--- config.mk ---
export PLATFORM = sky130hd
export DESIGN_NAME = pivc_cell
export DESIGN_NICKNAME = d
export VERILOG_FILES = /design/src/rtl/core/pivc_pkg.sv /design/src/rtl/core/pivc_cell.sv
export SDC_FILE = /design/constraint.sdc
export NUM_CORES = 1
export LEC_CHECK = 0
export BUFFER_PORTS_ARGS = -buffer_cell sky130_fd_sc_hd__buf_2
export CORE_ASPECT_RATIO = 1.25
export CORE_UTILIZATION = 50
export DETAILED_ROUTE_END_ITERATION = 6
export PLACE_DENSITY = 0.78
export SYNTH_ARGS = -nofsm -noshare
export SYNTH_HDL_FRONTEND = slang
export SYNTH_SLANG_ARGS = --single-unit
--- constraint.sdc ---
create_clock -name clock -period 6.8 [get_ports clock]
set_input_delay 1.36 -clock clock [delete_from_list [all_inputs] [get_ports clock]]
set_output_delay 1.36 -clock clock [all_outputs]
set_load 0.1 [all_outputs]
--- src/rtl/core/pivc_pkg.sv ---
`timescale 1ns / 1ps
// ----------------------------------------------------------------------------
// pivc_pkg
// Shared types and constants for the path intermediate vertex counter.
// ----------------------------------------------------------------------------
package pivc_pkg;

   localparam int CMD_W    = 2;
   localparam int VERTEX_W = 6;
   localparam int COUNT_W  = 6;
   localparam int CFG_W    = 7;

   localparam logic [CFG_W-1:0] NUM_VERTICES_RESET = 7'd64;

   localparam logic [CMD_W-1:0] CMD_CLEAR    = 2'd0;
   localparam logic [CMD_W-1:0] CMD_ADD_EDGE = 2'd1;
   localparam logic [CMD_W-1:0] CMD_QUERY    = 2'd2;

   typedef enum logic [1:0] {
      ST_IDLE,
      ST_SEARCH,
      ST_COUNT,
      ST_DELIVER
   } ctrl_state_type;

   typedef struct packed {
      logic                clear_all;
      logic                add_edge;
      logic                start;
      logic                clear_reach;
      logic                step;
      logic                count;
      logic [VERTEX_W-1:0] a;
      logic [VERTEX_W-1:0] b;
   } cell_ctl_type;

endpackage

--- src/rtl/core/pivc_cell.sv ---
`timescale 1ns / 1ps
// ----------------------------------------------------------------------------
// pivc_cell
// One vertex: its outgoing and incoming adjacency rows, its forward and
// backward reach bits, and one stage of the popcount chain.
// ----------------------------------------------------------------------------
module pivc_cell #(
   parameter int INDEX = 0,
   parameter int NUM   = 64,
   localparam int SUM_W = $clog2(NUM + 1)
) (
   input  logic                   clock,
   input  logic                   reset,
   input  pivc_pkg::cell_ctl_type ctl,
   input  logic                   active,
   input  logic [NUM-1:0]         fr_vec,
   input  logic [NUM-1:0]         br_vec,
   input  logic [SUM_W-1:0]       sum_in,
   output logic                   fr_out,
   output logic                   br_out,
   output logic                   changed,
   output logic [SUM_W-1:0]       sum_out
);
   import pivc_pkg::*;

   logic [NUM-1:0]   fwd_row_ff, fwd_row_in;
   logic [NUM-1:0]   rev_row_ff, rev_row_in;
   logic             fr_ff, fr_in;
   logic             br_ff, br_in;
   logic [SUM_W-1:0] sum_ff, sum_in_nxt;
   logic [NUM-1:0]   dec_a, dec_b;
   logic             fr_step, br_step, both;

   localparam logic [VERTEX_W-1:0] MY_ID = VERTEX_W'(INDEX);

   always_comb begin
      for (int k = 0; k < NUM; k++) begin
         dec_a[k] = (ctl.a == VERTEX_W'(k));
         dec_b[k] = (ctl.b == VERTEX_W'(k));
      end
      fr_step = fr_ff | (active & (|(rev_row_ff & fr_vec)));
      br_step = br_ff | (active & (|(fwd_row_ff & br_vec)));
      both    = fr_ff & br_ff & active & (ctl.a != MY_ID) & (ctl.b != MY_ID);

      fwd_row_in = fwd_row_ff;
      rev_row_in = rev_row_ff;
      fr_in      = fr_ff;
      br_in      = br_ff;
      sum_in_nxt = sum_ff;
      changed    = 1'b0;

      priority if (ctl.clear_all) begin
         fwd_row_in = '0;
         rev_row_in = '0;
         fr_in      = 1'b0;
         br_in      = 1'b0;
      end else if (ctl.add_edge) begin
         if (ctl.a == MY_ID) fwd_row_in = fwd_row_ff | dec_b;
         if (ctl.b == MY_ID) rev_row_in = rev_row_ff | dec_a;
      end else if (ctl.start) begin
         fr_in      = (ctl.a == MY_ID);
         br_in      = (ctl.b == MY_ID);
         sum_in_nxt = '0;
      end else if (ctl.clear_reach) begin
         fr_in = 1'b0;
         br_in = 1'b0;
      end else if (ctl.step) begin
         fr_in   = fr_step;
         br_in   = br_step;
         changed = (fr_step != fr_ff) | (br_step != br_ff);
      end else if (ctl.count) begin
         sum_in_nxt = sum_in + {{(SUM_W-1){1'b0}}, both};
      end else begin
         // idle cycle, hold everything
      end
   end

   always_ff @(posedge clock) begin
      if (reset) begin
         fwd_row_ff <= '0;
         rev_row_ff <= '0;
         fr_ff      <= 1'b0;
         br_ff      <= 1'b0;
         sum_ff     <= '0;
      end else begin
         fwd_row_ff <= fwd_row_in;
         rev_row_ff <= rev_row_in;
         fr_ff      <= fr_in;
         br_ff      <= br_in;
         sum_ff     <= sum_in_nxt;
      end
   end

   assign fr_out  = fr_ff;
   assign br_out  = br_ff;
   assign sum_out = sum_ff;

endmodule

======== After elaboration in Yosys (flattened, before gate mapping) ========
Cells that the tools add are included.
storage, ports and cells
  register bits ........................... 137
  output and inout bits ................... 10
operators by class
  multiplexer cells ....................... 15
  add/sub/neg operators ................... 1
  equal/unequal tests ..................... 130
  bitwise logic cells ..................... 15
  reduce and logical (&&, ||, !) cells .... 13
operator list
  operator              number
  $eq A6 B6 Y1 const B  64
  $eq A6 B5 Y1 const B  32
  $and A64 B64 Y64      2
  $or A64 B64 Y64       2
  $reduce_or A64 Y1     2
  $eq A6 B4 Y1 const B  16
  $eq A6 B3 Y1 const B  8
  $mux W7               4
  $eq A6 B2 Y1 const B  4
  $eq A6 B1 Y1 const B  2
  $logic_not A6 Y1      2
  $reduce_bool A6 Y1    2
  $mux W1               11
  $add A7 B1 Y7         1
  $and A1 B1 Y1         6
  $reduce_and A2 Y1     3
  $reduce_and A5 Y1     1
  $ne A2 B1 Y1 const B  2
  $or A1 B1 Y1          3
  $reduce_bool A3 Y1    1
  $ne A1 B1 Y1          2
  $not A1 Y1            2
  $reduce_bool A2 Y1    1
  $reduce_or A2 Y1      1

======== Logic depth before layout (Yosys ltp) ========
Gate-level depths: netlist of the first run.
  word-level depth ........................ 11
  gate-level depth with buffers ........... 10

======== Least setup slack after synthesis of the first run ========
OpenSTA, ideal clock, no wires.
  path kind ............................... input to output
  from .................................... input port fr_vec[36]
  to ...................................... output port changed
  buffers on the path ..................... 0
  stages on the path ...................... 5
  setup slack ............................. 2,474 ps
  arrival time ............................ 2,966 ps
  cell sequence ........................... a22o_1 > a221oi_1 > nand4_1 > or4_1 > a22o_1
on the way
  longest elaborated chain between the ends .. 11
RTL lines
  item               line             text
  from (decl)        pivc_cell.sv:16  input logic [NUM-1:0] fr_vec,
  $and A64 B64 Y64   pivc_cell.sv:41  fr_step = fr_ff | (active & (|(rev_row_ff & fr_vec)));
  $reduce_or A64 Y1  pivc_cell.sv:41
  $and A1 B1 Y1      pivc_cell.sv:41
  $or A1 B1 Y1       pivc_cell.sv:41
  $ne A1 B1 Y1       pivc_cell.sv:70  changed = (fr_step != fr_ff) | (br_step != br_ff);
  $or A1 B1 Y1       pivc_cell.sv:70
  $mux W1            pivc_cell.sv:67  end else if (ctl.step) begin
  $mux W1            pivc_cell.sv:64  end else if (ctl.clear_reach) begin
  $mux W1            pivc_cell.sv:60  end else if (ctl.start) begin
  $mux W1            pivc_cell.sv:57  end else if (ctl.add_edge) begin
  $mux W1            pivc_cell.sv:52  priority if (ctl.clear_all) begin
  to (decl)          pivc_cell.sv:21  output logic changed,
Every way passes these cells.

======== Worst setup path in the final report of the first run ========
  from .................................... input port br_vec[6]
  to ...................................... output port changed
on the way
  longest elaborated chain between the ends .. 11
RTL lines
  item               line             text
  from (decl)        pivc_cell.sv:17  input logic [NUM-1:0] br_vec,
  $and A64 B64 Y64   pivc_cell.sv:42  br_step = br_ff | (active & (|(fwd_row_ff & br_vec)));
  $reduce_or A64 Y1  pivc_cell.sv:42
  $and A1 B1 Y1      pivc_cell.sv:42
  $or A1 B1 Y1       pivc_cell.sv:42
  $ne A1 B1 Y1       pivc_cell.sv:70
  $or A1 B1 Y1       pivc_cell.sv:70
  $mux W1            pivc_cell.sv:67
  $mux W1            pivc_cell.sv:64
  $mux W1            pivc_cell.sv:60
  $mux W1            pivc_cell.sv:57
  $mux W1            pivc_cell.sv:52
Every way passes these cells.

==> run summary, run 1 <==
status - finished, final reports clean
Cell variety after synth - 30
post-cts repair resize count - 0
Max Cap Viol - 0
area delta synth->final - 26.62%
peak supply drop - 0.1560 mV
Cell Chain, Critical Path - buf_2, a22o_1, a221oi_1, nand4_1, or4_1, a22o_1, buf_2
layout cells sized above 1 - 26.96%
Starting Density - 51.22%
number of buffers created by CTS - 17
Worst Tran Pin Value - 1.279 ns
largest net degree at the start of global routing - 129
Slowest-stage cell, CP - or4_1
clock tree buffer depth - 2
Slew Limit Fails - 0
1st-iter DRT viols - 331
cell area power density - 266.8 nW/um^2
Max Fclk - 208.3 MHz
simple-gate area share of the yosys netlist - 20.61%
first-pass GRT wire length - 23.78 mm
routed length per instance - 16.83 um
register area share after synthesis - 50.69%
post-route ant nets - 0
Seq. cell area - 2743 um^2
Final Net Count - 925
Crit Path Max Fanout - 2
Hold Buf Count CTS - 0
CP endpoint kind - output pin
port bufs - 165
Bufs and invs on worst path - 2
Die ar. - 11,240 um^2
number of synthesized flops with an enable pin - 0
Clk Latency, worst-skew pair - 0.41 ns
fraction of registers with async set/reset - 0%
Clock transition at path regs - 0.05 ns
Filler cells - 897
critical path required time - 5.44 ns
Setup TNS - 0 ns
CTS sink cnt - 137
clk_skew - 0.006769 ns
largest family of logic cells by synthesized area - compound AO/OA/AOI/OAI gates
Clock Tree Root - clkbuf_16
setup repair bufs after CTS - 0
minimum clock period - 4.801 ns
synth warn - 0
DIE HEIGHT - 118.3 um
Rows - 42
syn_nets - 765
htree depth - 4
mux share of post-synthesis cell area - 0%
Setup-failing EPs final - 0
Hold Path Class - reg2reg
CTS tree - done
# diodes - 0
RD Place Congestion - 0.8980
CP startpoint kind - input port
Arr. time, crit path - 3.44 ns
initial antenna violation count - 0
DR vias/cell - 5.749
Post-Syn Area - 5410 um^2
Relative slew margins - 14.76%
Top FF cell, synth - dfxtp_1
multi-input logic area - 2501 um^2
DRC Markers - 0
Die W - 95.04 um
RSZ-0062 raised after global routing - no
drt first pass iters - 5
final core utilization - 64.85%
io pins - 166
global route overflow - 0
Post-Synth XOR/XNOR Area - 0.8094%
core area - 10,560 um^2
DR vias - 5,237
routed wire length - 15.33 mm
post-synthesis adder-cell area fraction - 0.4625%
Crit path largest cell delay - 0.61 ns
crit-path leading delay family - compound AO/OA/AOI/OAI gates
Post-DP HPWL - 11.14 mm
period utilisation layout - 70.60%
Mean Syn Cell Area - 8.913 um^2
P_leak - 2.742 nW
vias in the first global route - 5,048
Overall Global Routing Usage - 28.03%
final hold vios - 0
Worst Path Class, Setup - in2out
post-synthesis compound-gate area fraction - 24.31%
synthesized flop and latch total - 137
Cells after Synth - 607
## cells in the mapped netlist, types with 6 or more instances
cell type / count / area (um^2)
clkbuf_1: 17 / 63.81
nor3_4: 8 / 130.1
nand2_1: 7 / 26.28
a22o_1: 33 / 289.0
a21oi_1: 125 / 625.6
a221oi_1: 32 / 280.3
nand2b_1: 8 / 50.05
nor3_1: 18 / 90.09
nand4_1: 9 / 56.30
a31oi_1: 6 / 37.54
nor2_1: 158 / 593.1
dfxtp_1: 137 / 2743
buf_6: 8 / 90.09
## where the power goes
part | internal [mW] | switching, mW
logic | 0.0404 | 0.0610
registers | 0.804 | 0.000449
clock network | 0.582 | 0.340
## cells by family (layout without fill, tap and decap cells)
| group | Yosys count | count (layout) |
|---|---|---|
| compound gates | 207 | 207 |
| xor+xnor | 5 | 5 |
| fa+ha+maj | 2 | 2 |
| buf+inv | 29 | 201 |
| flops | 137 | 137 |
| simple gates | 227 | 227 |
## worst paths after layout
path              slack, ns  cells after the start         end     startpoint
setup / recovery       2.00                      7     changed      br_vec[6]
hold / removal         0.46                      2  sum_out[0]     sum_out[0]
setup reg to reg       4.70                      5      br_out  fwd_row_ff[6]
hold reg to reg        0.46                      2  sum_out[0]     sum_out[0]
## placed cells by master, fill, tap and decap left out, types with 7 or more instances in the layout
master and count:
a221oi_1 32, nor2_1 158, a21oi_1 125, a22o_1 33, dfxtp_1 137, nor3_1 18, nand2b_1 8, nand4_1 9
nand2_1 7, clkbuf_16 17, buf_2 165, nor3_4 8
## layout make-up
cell class	instances	area share (%)
inverter	4	0.2192
sequential	137	40.04
tap	132	2.411
multi-input combinational	441	36.51
timing repair buffer	166	12.16
clock inverter	12	2.192
clock buffer	19	6.466
## worst reg2reg max path, stage by stage (launching register included)
cell and delay [ns]:
dfxtp_1 0.32, a22o_1 0.21, a221oi_1 0.47, nand4_1 0.16, or4_1 0.61, o2bb2ai_1 0.18
## sequential cells by signal (all words and copies together) (netlist names)
name        flops
fr_out          1
rev_row_ff     64
br_out          1
sum_out         7
fwd_row_ff     64
## per-layer routing
| metal | GRT usage, % | part of all wire [%] | up-vias |
|---|---|---|---|
| met5 | 0 | 0 | - |
| met4 | 13.07 | 2.8 | 0 |
| met2 | 48.43 | 51 | 234 |
| li1 | - | - | 2542 |
| met3 | 6.885 | 7.5 | 32 |
| met1 | 31.75 | 39 | 2429 |
## through the flow
step	power, mW	setup slack [ns]	instances	area, um^2	hold WS, ns
after detailed placement	0.9218	2.042	880	6257	0.4526
after floorplan	0.8597	2.474	607	5410	0.4368
after global placement	0.9192	2.041	880	6257	0.4401
after global routing	1.882	1.937	911	6850	0.4893
final	1.828	1.999	911	6850	0.4600
after CTS	1.832	2.028	911	6850	0.4602
Power figures use the tool's default switching activity.
==> run 2, diff against run 1 <==
--- a/config.mk
+++ b/config.mk
@@ -5,11 +5,12 @@
 export SDC_FILE = /design/constraint.sdc
 export NUM_CORES = 1
 export LEC_CHECK = 0
+export ABC_AREA = 1
 export BUFFER_PORTS_ARGS = -buffer_cell sky130_fd_sc_hd__buf_2
 export CORE_ASPECT_RATIO = 1.25
 export CORE_UTILIZATION = 50
 export DETAILED_ROUTE_END_ITERATION = 6
-export PLACE_DENSITY = 0.78
+export PLACE_DENSITY = 0.76
 export SYNTH_ARGS = -nofsm -noshare
 export SYNTH_HDL_FRONTEND = slang
 export SYNTH_SLANG_ARGS = --single-unit
==> constraint.sdc (replaced) <==
create_clock -name clock -period 4.6 [get_ports clock]
set_input_delay 0.92 -clock clock [delete_from_list [all_inputs] [get_ports clock]]
set_output_delay 0.92 -clock clock [all_outputs]
set_load 0.1 [all_outputs]
==> run summary, run 2 <==
Crit path largest cell delay - 0.30 ns (-0.31 ns)
register area share after synthesis - 43.41% (-7.3 points)
CTS tree - done
Hold Path Class - reg2reg
Max Cap Viol - 0 (unchanged)
Post-Synth XOR/XNOR Area - 0.4158% (-0.39 points)
Post-Syn Area - 6319 um^2 (+17%)
Top FF cell, synth - dfxtp_1
Final Net Count - 1,264 (+37%)
DR vias/cell - 4.979 (-13%)
simple-gate area share of the yosys netlist - 40.61% (+20 points)
clk_skew - 0.006420 ns (-0.0003486 ns)
Seq. cell area - 2743 um^2 (unchanged)
Clk Latency, worst-skew pair - 0.41 ns (about the same)
Setup-failing EPs final - 0 (unchanged)
Synth top area share - 43.41% (-7.3 points)
Slew Limit Fails - 0 (unchanged)
peak supply drop - 0.2258 mV (+45%)
routed length per instance - 13.21 um (-21%)
Cells after Synth - 957 (+58%)
Cell Chain, Critical Path - buf_2, nand2_1, nand2_1, nor2_1, nand2_1, nor2_1, nand2_1, o211ai_1, a21oi_1, buf_2
most common library cells after synthesis - nor2_1, nand2_1, dfxtp_1, a21oi_1, inv_1
mux share of post-synthesis cell area - 0% (unchanged)
CP endpoint kind - output pin
final core utilization - 63.47% (-1.4 points)
Cell Area, Placed - 7168 um^2 (+15%)
Setup TNS - 0 ns (unchanged)
top post-synthesis cells by area - dfxtp_1, nor2_1, nand2_1
Starting Density - 51.72% (+0.50 points)
initial antenna violation count - 0 (unchanged)
layout cells sized above 1 - 21.45% (-5.5 points)
Slowest-stage cell, CP - buf_2
number of synthesized flops with an enable pin - 0 (unchanged)
area delta synth->final - 22.73%
number of buffers created by CTS - 17 (unchanged)
Filler cells - 1,213 (+35%)
P_leak - 3.463 nW (+26%)
top-count cell post-synth - nor2_1
post-synth top area cell - dfxtp_1
Worst path most repeated cell - nand2_1
DRC Markers - 0 (unchanged)
period utilisation layout - 67.92%
port bufs - 165 (unchanged)
first-pass GRT wire length - 26.79 mm (+13%)
total power - 2.714 mW (+48%)
largest net degree at the start of global routing - 66 (-49%)
htree depth - 4 (unchanged)
final hold vios - 0 (unchanged)
Rows - 45 (+7.1%)
fraction of registers with async set/reset - 0% (unchanged)
multi-input logic area - 3254 um^2 (+30%)
critical path required time - 3.68 ns (-1.76 ns)
Hold Buf Count CTS - 0 (unchanged)
Worst Tran Pin Value - 1.078 ns (-0.2009 ns)
# diodes - 0 (unchanged)
cell area power density - 350.0 nW/um^2 (+31%)
syn_nets - 1,115 (+46%)
synthesized flop and latch total - 137 (unchanged)
commonest non-fill, non-tap cell in the layout - nor2_1
crit-path leading delay family - simple AND/OR/NAND/NOR gates
RSZ-0062 raised after global routing - no
1st-iter DRT viols - 267 (-19%)
Post-DP HPWL - 12.17 mm (+9.3%)
post-route ant nets - 0 (unchanged)
CTS sink cnt - 137 (unchanged)
core area - 12,220 um^2 (+16%)
fin area - 7755 um^2 (+13%)
Arr. time, crit path - 2.20 ns (-1.24 ns)
Overall Global Routing Usage - 26.54% (-1.5 points)
CP startpoint kind - input port
drt first pass iters - 5 (unchanged)
DR vias - 6,388 (+22%)
Mean Syn Cell Area - 6.602 um^2 (-26%)
global route overflow - 0 (unchanged)
routed wire length - 16.95 mm (+11%)
post-synthesis compound-gate area fraction - 10.08% (-14 points)
largest family of logic cells by synthesized area - simple AND/OR/NAND/NOR gates
setup repair bufs after CTS - 0 (unchanged)
clock tree buffer depth - 2 (unchanged)
DIE HEIGHT - 127.7 um (+7.9%)
minimum clock period - 3.124 ns
synth warn - 0 (unchanged)
Crit Path Max Fanout - 2 (unchanged)
RD Place Congestion - 0.9012 (+0.36%)
Clock transition at path regs - 0.05 ns (about the same)
Cell variety after synth - 29 (-3.3%)
Clock Tree Root - clkbuf_16
Worst Path Class, Setup - in2out
post-cts repair resize count - 0 (unchanged)
status - finished, final reports clean
Die W - 102.5 um (+7.9%)
Max Fclk - 320.1 MHz
most frequent cells in the layout - nor2_1, nand2_1, buf_2, dfxtp_1, a21oi_1
post-synthesis adder-cell area fraction - 0.3960% (-0.066 points)
io pins - 166 (unchanged)
Relative slew margins - 27.98% (+13 points)
Bufs and invs on worst path - 2 (unchanged)
Die ar. - 13,090 um^2 (+16%)
vias in the first global route - 5,726 (+13%)
## run 2: cell count changes after synthesis, moves of 11 or more
cell	previous run	this run
a221oi_1	32	0
nor3_1	18	7
nand2_1	7	269
a21oi_1	125	99
a22o_1	33	0
nor2_1	158	306
nor4_1	0	15
inv_1	4	25
## run 2: routing by layer
metal | routed length, um | track usage (%) | vias to the layer above
met5 | 0 | 0 | -
met4 | 659 | 12.77 | 0
met3 | 1094 | 6.107 | 43
met2 | 8294 | 45.18 | 225
met1 | 6907 | 30.98 | 2797
li1 | - | - | 3323
## run 2: logic make-up (layout without fill, tap and decap cells)
logic type      Yosys count  in the layout
compound gates          118            118
flops                   137            137
xor+xnor                  3              3
fa+ha+maj                 2              2
buf+inv                  69            231
simple gates            628            628
## run 2: worst paths after layout
path             startpoint              to  slack (ns)  cells past startpoint
max              fr_vec[45]         changed        1.48                     10
min          fwd_row_ff[34]  fwd_row_ff[34]        0.46                      2
max reg2reg          br_out      sum_out[6]        2.83                      9
min reg2reg  fwd_row_ff[34]  fwd_row_ff[34]        0.46                      2
## run 2: metrics by stage
| step | setup slack [ns] | hold WS, ns | instances |
|---|---|---|---|
| 6_report | 1.476 | 0.4642 | 1283 |
| 5_1_grt | 1.395 | 0.4877 | 1283 |
| 4_1_cts | 1.492 | 0.4689 | 1283 |
| 3_5_place_dp | 1.498 | 0.4558 | 1251 |
| 3_3_place_gp | 1.501 | 0.4417 | 1251 |
| 2_1_floorplan | 0.8969 | 0.4303 | 957 |
## run 2: layout make-up
type                    instances  share of cell area (%)
clock buffers                  18                   5.663
clock inverters                14                   1.904
inverters                      31                   1.517
multi-input cells             751                   41.97
flip-flops and latches        137                   35.37
well taps                     164                   2.646
repair buffers                168                   10.94
## run 2: power breakdown
group / leakage, nW / internal [mW] / switching [mW]
Clock: 0.275 / 0.813 / 0.527
Sequential: 1.10 / 1.19 / 0.00132
Combinational: 2.08 / 0.0629 / 0.121
Total: 3.46 / 2.06 / 0.650
## run 2: worst reg2reg max path, delay by kind of cell, from the launching register on
kind	cells	cell delay, ns
AO/OA/AOI/OAI	1	0.15
adder cells (fa/ha/maj)	2	0.45
flip-flops	1	0.37
AND/OR/NAND/NOR	6	0.75
