**config.mk**
```make
export PLATFORM = sky130hd
export DESIGN_NAME = pivc_ctrl_flat
export DESIGN_NICKNAME = d
export VERILOG_FILES = /design/src/rtl/core/pivc_pkg.sv /design/src/rtl/core/pivc_req_if.sv /design/src/rtl/core/pivc_rsp_if.sv /design/src/rtl/core/pivc_ctrl.sv /design/src/flat_wrapper.sv
export SDC_FILE = /design/constraint.sdc
export NUM_CORES = 1
export LEC_CHECK = 0
export BUFFER_PORTS_ARGS = -buffer_cell sky130_fd_sc_hd__buf_2
export CAP_MARGIN = 10
export CORE_UTILIZATION = 49
export CTS_CLUSTER_DIAMETER = 60
export DETAILED_ROUTE_END_ITERATION = 7
export PLACE_DENSITY = 0.95
export RECOVER_POWER = 100
export SLEW_MARGIN = 20
export SYNTH_ARGS = -nofsm -noshare
export SYNTH_HDL_FRONTEND = slang
export SYNTH_SLANG_ARGS = --single-unit
export TNS_END_PERCENT = 30
```
**constraint.sdc**
```tcl
create_clock -name clock -period 6.1 [get_ports clock]
set_clock_uncertainty 0.1 [all_clocks]
set_input_delay 0.61 -clock clock [delete_from_list [all_inputs] [get_ports clock]]
set_output_delay 0.61 -clock clock [all_outputs]
set_load 0.005 [all_outputs]
```
**src/rtl/core/pivc_pkg.sv**
```systemverilog
`timescale 1ns / 1ps
// ----------------------------------------------------------------------------
// pivc_pkg
// Shared types and constants for the path intermediate vertex counter.
// ----------------------------------------------------------------------------
package pivc_pkg;

   localparam int CMD_W    = 2;
   localparam int VERTEX_W = 6;
   localparam int COUNT_W  = 6;
   localparam int CFG_W    = 7;

   localparam logic [CFG_W-1:0] NUM_VERTICES_RESET = 7'd64;

   localparam logic [CMD_W-1:0] CMD_CLEAR    = 2'd0;
   localparam logic [CMD_W-1:0] CMD_ADD_EDGE = 2'd1;
   localparam logic [CMD_W-1:0] CMD_QUERY    = 2'd2;

   typedef enum logic [1:0] {
      ST_IDLE,
      ST_SEARCH,
      ST_COUNT,
      ST_DELIVER
   } ctrl_state_type;

   typedef struct packed {
      logic                clear_all;
      logic                add_edge;
      logic                start;
      logic                clear_reach;
      logic                step;
      logic                count;
      logic [VERTEX_W-1:0] a;
      logic [VERTEX_W-1:0] b;
   } cell_ctl_type;

endpackage

```
**src/rtl/core/pivc_req_if.sv**
```systemverilog
`timescale 1ns / 1ps
// ----------------------------------------------------------------------------
// pivc_req_if
// Command channel: clear, add edge or query, with valid/ready handshake.
// ----------------------------------------------------------------------------
interface pivc_req_if;

   logic                          valid;
   logic                          ready;
   logic [pivc_pkg::CMD_W-1:0]    cmd;
   logic [pivc_pkg::VERTEX_W-1:0] from_vertex;
   logic [pivc_pkg::VERTEX_W-1:0] to_vertex;

   modport source (output valid, output cmd, output from_vertex, output to_vertex,
                   input ready);
   modport sink   (input valid, input cmd, input from_vertex, input to_vertex,
                   output ready);

endinterface

```
**src/rtl/core/pivc_rsp_if.sv**
```systemverilog
`timescale 1ns / 1ps
// ----------------------------------------------------------------------------
// pivc_rsp_if
// Query result channel with valid/ready handshake.
// ----------------------------------------------------------------------------
interface pivc_rsp_if;

   logic                         valid;
   logic                         ready;
   logic [pivc_pkg::COUNT_W-1:0] intermediate_count;
   logic                         impossible;

   modport source (output valid, output intermediate_count, output impossible,
                   input ready);
   modport sink   (input valid, input intermediate_count, input impossible,
                   output ready);

endinterface

```
**src/rtl/core/pivc_ctrl.sv**
```systemverilog
`timescale 1ns / 1ps
// ----------------------------------------------------------------------------
// pivc_ctrl
// Command decode, search/count sequencer and result output register.
// ----------------------------------------------------------------------------
module pivc_ctrl #(
   parameter int NUM = 64,
   localparam int SUM_W = $clog2(NUM + 1)
) (
   input  logic                        clock,
   input  logic                        reset,
   input  logic [pivc_pkg::CFG_W-1:0]  num_vertices,
   input  logic                        any_changed,
   input  logic [SUM_W-1:0]            total,
   output logic [NUM-1:0]              vmask,
   output pivc_pkg::cell_ctl_type      ctl,
   pivc_req_if.sink                    req_bus,
   pivc_rsp_if.source                  rsp_bus
);
   import pivc_pkg::*;

   localparam int CNT_W = $clog2(NUM);

   ctrl_state_type      state_ff, state_in;
   logic [VERTEX_W-1:0] a_ff, a_in;
   logic [VERTEX_W-1:0] b_ff, b_in;
   logic [CNT_W-1:0]    cnt_ff, cnt_in;
   logic                oor_ff, oor_in;
   logic                rsp_valid_ff, rsp_valid_in;
   logic [COUNT_W-1:0]  rsp_count_ff, rsp_count_in;
   logic                rsp_imp_ff, rsp_imp_in;
   logic [CFG_W-1:0]    n_eff;
   logic                accept, from_ok, to_ok;

   always_comb begin
      if (num_vertices == '0)
         n_eff = CFG_W'(1);
      else if (num_vertices > CFG_W'(NUM))
         n_eff = CFG_W'(NUM);
      else
         n_eff = num_vertices;
      for (int j = 0; j < NUM; j++)
         vmask[j] = (CFG_W'(j) < n_eff);
   end

   assign req_bus.ready = (state_ff == ST_IDLE);
   assign accept  = req_bus.valid && req_bus.ready;
   assign from_ok = ({1'b0, req_bus.from_vertex} < n_eff);
   assign to_ok   = ({1'b0, req_bus.to_vertex} < n_eff);

   always_comb begin
      state_in     = state_ff;
      a_in         = a_ff;
      b_in         = b_ff;
      cnt_in       = cnt_ff;
      oor_in       = oor_ff;
      rsp_valid_in = rsp_valid_ff && !rsp_bus.ready;
      rsp_count_in = rsp_count_ff;
      rsp_imp_in   = rsp_imp_ff;

      ctl             = '0;
      ctl.a           = (state_ff == ST_IDLE) ? req_bus.from_vertex : a_ff;
      ctl.b           = (state_ff == ST_IDLE) ? req_bus.to_vertex : b_ff;

      unique case (state_ff)
         ST_IDLE: begin
            if (accept) begin
               a_in = req_bus.from_vertex;
               b_in = req_bus.to_vertex;
               unique case (req_bus.cmd)
                  CMD_CLEAR: begin
                     ctl.clear_all = 1'b1;
                  end
                  CMD_ADD_EDGE: begin
                     ctl.add_edge = from_ok && to_ok;
                  end
                  CMD_QUERY: begin
                     if (from_ok && to_ok) begin
                        ctl.start = 1'b1;
                        oor_in    = 1'b0;
                        state_in  = ST_SEARCH;
                     end else begin
                        ctl.clear_reach = 1'b1;
                        oor_in          = 1'b1;
                        state_in        = ST_DELIVER;
                     end
                  end
                  default: begin
                  end
               endcase
            end
         end
         ST_SEARCH: begin
            ctl.step = 1'b1;
            if (!any_changed) begin
               cnt_in   = '0;
               state_in = ST_COUNT;
            end
         end
         ST_COUNT: begin
            ctl.count = 1'b1;
            cnt_in    = cnt_ff + CNT_W'(1);
            if (cnt_ff == CNT_W'(NUM - 1))
               state_in = ST_DELIVER;
         end
         ST_DELIVER: begin
            if (!rsp_valid_ff || rsp_bus.ready) begin
               rsp_valid_in = 1'b1;
               rsp_count_in = oor_ff ? '0 : COUNT_W'(total);
               rsp_imp_in   = oor_ff || (total == '0);
               state_in     = ST_IDLE;
            end
         end
         default: begin
            state_in = ST_IDLE;
         end
      endcase
   end

   always_ff @(posedge clock) begin
      if (reset) begin
         state_ff     <= ST_IDLE;
         cnt_ff       <= '0;
         oor_ff       <= 1'b0;
         rsp_valid_ff <= 1'b0;
      end else begin
         state_ff     <= state_in;
         cnt_ff       <= cnt_in;
         oor_ff       <= oor_in;
         rsp_valid_ff <= rsp_valid_in;
      end
   end

   always_ff @(posedge clock) begin
      a_ff         <= a_in;
      b_ff         <= b_in;
      rsp_count_ff <= rsp_count_in;
      rsp_imp_ff   <= rsp_imp_in;
   end

   assign rsp_bus.valid              = rsp_valid_ff;
   assign rsp_bus.intermediate_count = rsp_count_ff;
   assign rsp_bus.impossible         = rsp_imp_ff;

endmodule

```
**src/flat_wrapper.sv**
```systemverilog
// flat-port wrapper written by rule: the top's interface ports become plain ports
module pivc_ctrl_flat import pivc_pkg::*;
#(
   parameter int NUM = 64,
   localparam int SUM_W = $clog2(NUM + 1)
)
  (clock, reset, num_vertices, any_changed, total, vmask, ctl, req_bus_valid, req_bus_cmd, req_bus_from_vertex, req_bus_to_vertex, req_bus_ready, rsp_bus_valid, rsp_bus_intermediate_count, rsp_bus_impossible, rsp_bus_ready);
  pivc_req_if req_bus_i ();
  pivc_rsp_if rsp_bus_i ();
  input  logic clock;
  input  logic reset;
  input  logic [pivc_pkg::CFG_W-1:0] num_vertices;
  input  logic any_changed;
  input  logic [SUM_W-1:0] total;
  output logic [NUM-1:0] vmask;
  output pivc_pkg::cell_ctl_type ctl;
  input wire logic [$bits(req_bus_i.valid)-1:0] req_bus_valid;
  input wire logic [$bits(req_bus_i.cmd)-1:0] req_bus_cmd;
  input wire logic [$bits(req_bus_i.from_vertex)-1:0] req_bus_from_vertex;
  input wire logic [$bits(req_bus_i.to_vertex)-1:0] req_bus_to_vertex;
  output wire logic [$bits(req_bus_i.ready)-1:0] req_bus_ready;
  output wire logic [$bits(rsp_bus_i.valid)-1:0] rsp_bus_valid;
  output wire logic [$bits(rsp_bus_i.intermediate_count)-1:0] rsp_bus_intermediate_count;
  output wire logic [$bits(rsp_bus_i.impossible)-1:0] rsp_bus_impossible;
  input wire logic [$bits(rsp_bus_i.ready)-1:0] rsp_bus_ready;
  assign req_bus_i.valid = req_bus_valid;
  assign req_bus_i.cmd = req_bus_cmd;
  assign req_bus_i.from_vertex = req_bus_from_vertex;
  assign req_bus_i.to_vertex = req_bus_to_vertex;
  assign req_bus_ready = req_bus_i.ready;
  assign rsp_bus_valid = rsp_bus_i.valid;
  assign rsp_bus_intermediate_count = rsp_bus_i.intermediate_count;
  assign rsp_bus_impossible = rsp_bus_i.impossible;
  assign rsp_bus_i.ready = rsp_bus_ready;
  pivc_ctrl #(.NUM(NUM)) u_core (.clock(clock), .reset(reset), .num_vertices(num_vertices), .any_changed(any_changed), .total(total), .vmask(vmask), .ctl(ctl), .req_bus(req_bus_i), .rsp_bus(rsp_bus_i));
endmodule
```
== After elaboration in Yosys (flattened, before gate mapping) ==
Index checks and enable logic that the tools add are counted.
Storage, ports and cells
  logic and storage cells: 128
  output and inout port bits: 91
  bits in registers: 29
  input bits: 33
Operators by class
  magnitude comparators: 67
  multiplexer cells: 24
  reductions and logical operators: 17
  $add $sub $neg: 1
  eq/ne operators: 11
Operators by type and width (count)
  6-bit by 7-bit < comparator with 1-bit output (first input constant): 32
  5-bit by 7-bit < comparator with 1-bit output (first input constant): 16
  4-bit by 7-bit < comparator with 1-bit output (first input constant): 8
  3-bit by 7-bit < comparator with 1-bit output (first input constant): 4
  6-bit 2-to-1 mux: 3
  7-bit zero test: 2
  1-bit by 7-bit < comparator with 1-bit output (first input constant): 2
  2-bit by 7-bit < comparator with 1-bit output (first input constant): 2
  6-bit by 7-bit < comparator with 1-bit output: 2
  2-bit 2-to-1 mux: 7
  7-bit 2-to-1 mux: 2
  6-bit one-hot mux with 2 select lines: 1
  1-bit 2-to-1 mux: 8
  4-bit 2-to-1 mux: 2
  2-bit one-hot mux with 4 select lines: 1
  7-bit > comparator (second input constant): 1
  6-bit by 1-bit adder with 6-bit output (second input constant): 1
  2-bit == test (second input constant): 3
  6-bit == test (second input constant): 1
  2-bit inequality test (second input constant): 3
  2-bit AND reduction: 3
  5-bit AND reduction: 1
  2-bit by 1-bit == test with 1-bit output (second input constant): 2
  2-bit zero test: 2
  6 further kinds: 11

== Longest topological paths before layout ==
Gate-level depths: netlist (run 1).
  word-level depth: 9
  depth in mapped cells: 9
  gate-level depth less buffers: 8

== Worst setup path after synthesis (run 1) ==
No wires, ideal clock.
  path type: input-to-output
  from: in num_vertices[2] in the netlist's numbering
  to: out ctl[16] in the netlist's numbering
  cell stages on the path: 8
  slack: 3.084 ns
  arrival time: 2.306 ns
  path buffers: 1
  cell sequence: buf_2 -> nor2b_1 -> inv_1 -> ha_1 -> a211o_1 -> o2111ai_2 -> nand3_2 -> nor4_2
RTL lines
  start: declaration: RTL line flat_wrapper.sv:12  | input logic [pivc_pkg::CFG_W-1:0] num_vertices;
  end: declaration: RTL line flat_wrapper.sv:16  | output pivc_pkg::cell_ctl_type ctl;

==> results of run 1 <==
worst register-to-register path: stages (launching register included):
cell and delay (ns):
dfxtp_1 0.32, inv_1 0.11, ha_1 0.65, nand2_1 0.21
inv_1 0.44, nand3_1 0.26, a31oi_1 0.31, o2bb2ai_1 0.15
report_power, final:
group	switching (W)	total [W]	internal, W
Combinational	0.000159	0.000282	0.000123
Clock	0.0000647	0.000145	0.0000807
Sequential	0.0000144	0.000260	0.000246
Total	0.000238	0.000687	0.000449
worst max path at each step:
| stage | from | to | slack [ns] | cells after the start |
|---|---|---|---|---|
| floorplan | num_vertices[2] | ctl[16] | 3.08 | 8 |
| global placement | num_vertices[2] | ctl[16] | 2.76 | 9 |
| detailed placement | num_vertices[2] | ctl[16] | 2.61 | 9 |
| CTS | num_vertices[2] | ctl[16] | 2.61 | 9 |
| global route | num_vertices[6] | ctl[16] | 1.77 | 9 |
| finish | num_vertices[6] | ctl[16] | 1.92 | 9 |
cell families (layout without fill, tap and decap cells):
family / after synthesis / after routing / share of synthesized area [%]
compound gates: 69 / 69 / 19.5
mux: 13 / 13 / 6.44
flops: 29 / 29 / 34.2
other cells: 1 / 1 / 0.167
xor+xnor: 4 / 4 / 1.56
buf+inv: 33 / 144 / 6.17
fa+ha+maj: 15 / 15 / 8.33
simple gates: 103 / 103 / 23.6
per-stage QoR:
| step | std cells | cell area, sq um | total power [W] |
|---|---|---|---|
| floorplan | 267 | 2250 | 0.000446 |
| global placement | 422 | 2840 | 0.000540 |
| detailed placement | 422 | 2840 | 0.000552 |
| CTS | 430 | 2920 | 0.000702 |
| global route | 430 | 2820 | 0.000731 |
| finish | 430 | 2820 | 0.000687 |
synthesized netlist by cell type (all sizes together), types with 5 or more instances:
cell    count  share of area, %
nor2       28               4.7
edfxtp     19                25
ha         15               8.3
nand3       7               1.8
a21oi      14               3.3
clkbuf     13               2.2
buf         6               1.6
o21bai      7               2.3
mux2       12               6.0
nand2      31               5.2
nor3        5               1.6
o21ai      27               6.0
a21o        5               1.7
dfxtp      10               8.9
inv        14               2.3
nor2b      11               3.2
nand2b      8               2.2
layer usage:
layer,routed length [microns],global-route usage (%),vias up
li1,-,-,1158
met1,2540,29.7,1107
met2,3230,48.2,136
met3,497,5.67,5
met4,59,8.67,0
met5,0,0,-
final cells by class:
type	count	area, sq um
Clock buffer	8	80.1
Fill cell	403	1560
Inverter	14	52.6
Multi-Input combinational cell	205	1310
Sequential cell	29	771
Tap cell	52	65.1
Timing Repair Buffer	122	546
sequential cells by signal (all words and copies together) (netlist names):
signal	flops
u_core.rsp_bus.valid	1
u_core.rsp_bus.impossible	1
u_core.cnt_ff	6
u_core.a_ff	6
u_core.rsp_bus.intermediate_count	6
u_core.b_ff	6
u_core.oor_ff	1
u_core.state_ff	2
==> flow_metrics.tcl, run 1 <==
set metrics [dict create \
    reg2reg_from "u_core.state_ff[0]" \
    synth_edf_count 19 \
    hold_depth 2 \
    overflow 0 \
    netlist_area_sq_um 2250 \
    area_growth_pct 25.3 \
    final-max-slew-violation-count 0 \
    slew-limit-headroom_pct 20.9 \
    viasPerCell 5.60 \
    cts_root_buf "clkbuf_8" \
    final_core_util_pct 64.4 \
    ys.flop_type "edfxtp_1" \
    cts_hold_buf 0 \
    place_ws_ns 2.61 \
    critical_path_arrival_ns 3.47 \
    max_stage_delay_ns 0.85 \
    pin_count 124 \
    status "finished, final reports clean" \
    setup_slack_ns 1.92 \
    portBuffers 122 \
    synth-seq-area-share_pct 34.2 \
    drt_iter0_markers 117 \
    worst-path-buf-inv 3 \
    p_leak_nw 1.16 \
    gp_congestion 0.887 \
    fmax_ghz 0.239 \
    die_area_sq_um 4870 \
    r2r-end "u_core.state_ff[1]" \
    async_reset_ff_share_pct 0 \
    min_period_ns 4.18 \
    grt_max_degree 33 \
    finalHoldViolCount 0 \
    cts_sinks 29 \
    whs_endpoint "u_core.cnt_ff[5]" \
    core_sq_um 4380 \
    tightestPinTransition_ns 1.19 \
    die_height_microns 69.8 \
    finalCritPeriodShare_pct 68.5 \
    cap_violations 0 \
    drcViolationCount 0 \
    fp-row-count 24 \
    cts_made_buffers 5 \
    cellPowerDensity_nw_per_um2 244 \
    cts_setup_buffers 0 \
    fin_setup_tns_ns 0 \
    hold_start "u_core.cnt_ff[5]" \
    clk_pin_slew_ns 0.06 \
    cp_cell_sequence "clkbuf_1, nor2b_1, inv_1, ha_1, a211o_1, o2111ai_1, nand3_1, nor4_1, buf_2" \
    required_ns 5.39 \
    grt.total_usage_pct 26.2 \
    crit_family "buffers and inverters" \
    critPathMaxFanout 32 \
    worst_r2r_path_depth 7 \
    die_w_microns 69.8 \
    rsz0062_at_grt "no" \
    cts_tree "yes" \
    grt_pass1_wl_microns 10200 \
    antenna_found_initial 0 \
    cp-end-kind "output pin" \
    cts-htree-levels 2 \
    postRouteAntennaNets 0 \
    first_global_vias 2274 \
    hold_path_class "flip-flop to flip-flop" \
    drt-total-wl_microns 6330 \
    initial_core_util_pct 51.4 \
    nets 425 \
    num_vias 2406 \
    crit_type "primary input to output pin" \
    r2r_setup_slack_ns 3.47 \
    synth_nets 315 \
    layout_common_cells "clkbuf_1 (53), buf_2 (53), nand2_1 (31)" \
    yosys_warnings 0 \
    avgSynthCellArea_sq_um 8.44 \
    layout-drive-gt1-share_pct 23.5 \
    dp_hpwl_microns 4900 \
    cp_slowest_cell "clkbuf_1" \
    ys_ff_latch 29 \
    holdWs_ns 0.398 \
    syn_inst 267 \
    ctsLongestPathBuffers 2 \
    ys_types 54 \
    dr.pass1.iters 4 \
    postCtsResizedCells 0 \
    ir_worst_vdd_mv 0.103 \
    setup_viol 0 \
    wire_per_inst_microns 14.7 \
    clk-insertion-delay-late_ns 0.28 \
    cp-start-kind "primary input" \
    n_antenna_cell 0 \
]
Power figures use the tool's default switching activity.
==> run 2: changes to the inputs <==
--- a/config.mk
+++ b/config.mk
@@ -5,12 +5,13 @@
 export SDC_FILE = /design/constraint.sdc
 export NUM_CORES = 1
 export LEC_CHECK = 0
+export ABC_AREA = 1
 export BUFFER_PORTS_ARGS = -buffer_cell sky130_fd_sc_hd__buf_2
 export CAP_MARGIN = 10
-export CORE_UTILIZATION = 49
+export CORE_UTILIZATION = 40
 export CTS_CLUSTER_DIAMETER = 60
 export DETAILED_ROUTE_END_ITERATION = 7
-export PLACE_DENSITY = 0.95
+export PLACE_DENSITY = 0.89
 export RECOVER_POWER = 100
 export SLEW_MARGIN = 20
 export SYNTH_ARGS = -nofsm -noshare
==> constraint.sdc (replaced) <==
create_clock -name clock -period 3.37 [get_ports clock]
set_clock_uncertainty 0.1 [all_clocks]
set_input_delay 0.337 -clock clock [delete_from_list [all_inputs] [get_ports clock]]
set_output_delay 0.337 -clock clock [all_outputs]
set_load 0.005 [all_outputs]
==> run 2 against run 1 <==
  * Sequential power increased by 87%
  * First-iteration DRC count increased by 6.8%
  * Synthesized cell count increased by 14%
  * Die area increased by 17%
  * Routed wire length decreased by 5.6%
  * Synthesized area decreased by 4.4%
  * Largest power group unchanged
  * Count of clock-buffer cells in the layout decreased by 1
  * Register-to-register slack got worse by 2.2 ns
  * Non-clock buffer count increased by 2
  * Via count increased by 0.25%
==> flow_metrics.tcl, run 2 <==
set metrics [dict create \
    required_ns 2.93 \
    avgSynthCellArea_sq_um 7.08 \
    cp-start-kind "primary input" \
    holdWs_ns 0.150 \
    place_ws_ns 0.899 \
    async_reset_ff_share_pct 0 \
    synth_top_area_share_pct 26.5 \
    nets 473 \
    pin_count 124 \
    status "finished, final reports clean" \
    setup_viol 0 \
    ys_types 34 \
    ir_worst_vdd_mv 0.167 \
    ys.flop_type "edfxtp_1" \
    die_height_microns 75.4 \
    hold_path_class "primary input to flip-flop" \
    viasPerCell 4.86 \
    initial_core_util_pct 41.9 \
    cpMostUsedCell "nand2_1" \
    synth_top_cell_by_area "edfxtp_1" \
    overflow 0 \
    fin_setup_tns_ns 0 \
    critPathMaxFanout 18 \
    r2r_setup_slack_ns 1.32 \
    finalHoldViolCount 0 \
    fp-row-count 26 \
    grt_max_degree 19 \
    cellPowerDensity_nw_per_um2 542 \
    cp_cell_sequence "clkbuf_1, nor2_8, nand2_1, o21ai_0, nand2_1, nand2_1, nand2_1, nand2_1, nand3_1, nor2_4, clkbuf_1" \
    postRouteAntennaNets 0 \
    gr-usage-met2_pct 40.0 \
    drt-total-wl_microns 5970 \
    num_vias 2412 \
    cts_tree "yes" \
    placed_area_sq_um 2810 \
    grtUsageMet3_pct 3.44 \
    cp_slowest_cell "o21ai_0" \
    ys_ff_latch 29 \
    rsz0062_at_grt "no" \
    netlist_area_sq_um 2150 \
    final-max-slew-violation-count 0 \
    min_period_ns 2.76 \
    layout_common_cells "nand2_1 (76), clkbuf_1 (68), a21oi_1 (44)" \
    grt_util_met1_pct 23.1 \
    die_area_sq_um 5680 \
    dr.pass1.iters 5 \
    cts_root_buf "clkbuf_8" \
    portBuffers 122 \
    grt.total_usage_pct 20.8 \
    synth_edf_count 19 \
    die_w_microns 75.4 \
    postCtsResizedCells 0 \
    hold_depth 1 \
    critical_path_arrival_ns 2.32 \
    worst_r2r_path_depth 9 \
    dp_hpwl_microns 4760 \
    cts_sinks 29 \
    clk_pin_slew_ns 0.06 \
    cts-htree-levels 2 \
    synth_common_cells "nand2_1 (75), a21oi_1 (44), inv_1 (42)" \
    cap_violations 0 \
    drcViolationCount 0 \
    cts_hold_buf 0 \
    cts_made_buffers 5 \
    startpoint "num_vertices[6]" \
    r2r-end "u_core.oor_ff" \
    crit_type "primary input to output pin" \
    antenna_found_initial 0 \
    grt_pass1_wl_microns 9030 \
    cp-end-kind "output pin" \
    top_usage_layer "met2" \
    max_stage_delay_ns 0.46 \
    p_leak_nw 1.29 \
    synthTopCellsByArea "edfxtp_1 (27%), nand2_1 (13%), a21oi_1 (10%)" \
    n_antenna_cell 0 \
    synth_nets 352 \
    finalCritPeriodShare_pct 81.8 \
    drt_iter0_markers 125 \
    synth-seq-area-share_pct 35.8 \
    syn_inst 304 \
    core_sq_um 5140 \
    fin_area_sq_um 2800 \
    gp_congestion 0.867 \
    final_common_cell "nand2_1" \
    slew-limit-headroom_pct 42.6 \
    setup_slack_ns 0.613 \
    clk-insertion-delay-late_ns 0.27 \
    layout-drive-gt1-share_pct 15.7 \
    wire_per_inst_microns 12.0 \
    fmax_ghz 0.363 \
    cts_setup_buffers 0 \
    first_global_vias 2108 \
    yosys_warnings 0 \
    reg2reg_from "u_core.state_ff[1]" \
    cp-endpoint "ctl[15]" \
    tightestPinTransition_ns 0.858 \
    area_growth_pct 30.1 \
    ctsLongestPathBuffers 2 \
    post-synth-top-count-cell "nand2_1" \
]
run 2: layer usage:
layer  vias to the layer above  wire (microns)  part of all wire, %
li1                       1231               -                    -
met5                         -               0                    0
met3                         7             435                  7.3
met2                       128            3060                   51
met1                      1046            2400                   40
met4                         0              81                  1.4
run 2: worst min path at each step:
stage	slack [ns]	from	end
4_1_cts	0.14	req_bus_to_vertex[0]	u_core.b_ff[0]
5_1_grt	0.14	req_bus_to_vertex[0]	u_core.b_ff[0]
3_3_place_gp	0.38	u_core.rsp_bus.valid	u_core.rsp_bus.valid
6_report	0.15	req_bus_to_vertex[0]	u_core.b_ff[0]
2_1_floorplan	0.31	reset	u_core.rsp_bus.valid
3_5_place_dp	0.41	u_core.rsp_bus.valid	u_core.rsp_bus.valid
run 2: kinds of logic after synthesis:
kind of cell    share of synthesized area, %
buf+inv                                 10.1
fa+ha+maj                               8.72
other cells                            0.174
flops                                   35.8
xor+xnor                               0.814
simple gates                            26.6
compound gates                          17.7
run 2: per-stage QoR:
step           power (W)  util [%]  std cells
2_1_floorplan   0.000928         -        304
3_3_place_gp     0.00121      54.7        488
3_5_place_dp     0.00123      54.7        488
4_1_cts          0.00157      56.9        496
5_1_grt          0.00166      54.5        496
6_report         0.00152      54.5        496
run 2: cell type report:
class / count / area [sq um]
fill: 539 / 2340
multi-input combinational: 221 / 1130
sequential: 29 / 771
timing repair buffer: 124 / 537
inverter: 44 / 165
clock buffer: 7 / 108
tap: 70 / 87.6
clock inverter: 1 / 6.26
run 2: worst max-delay path: cells and delay by family:
family                 cells  cell delay (ns)
AO/OA/AOI/OAI              1             0.46
AND/OR/NAND/NOR            8             1.16
buffers and inverters      2             0.35
run 2: power breakdown:
part	internal (W)	total [W]	leakage, nW	switching (W)
sequential	0.000457	0.000486	0.259	0.0000288
combinational	0.000251	0.000694	0.970	0.000443
clock	0.000211	0.000338	0.0599	0.000128
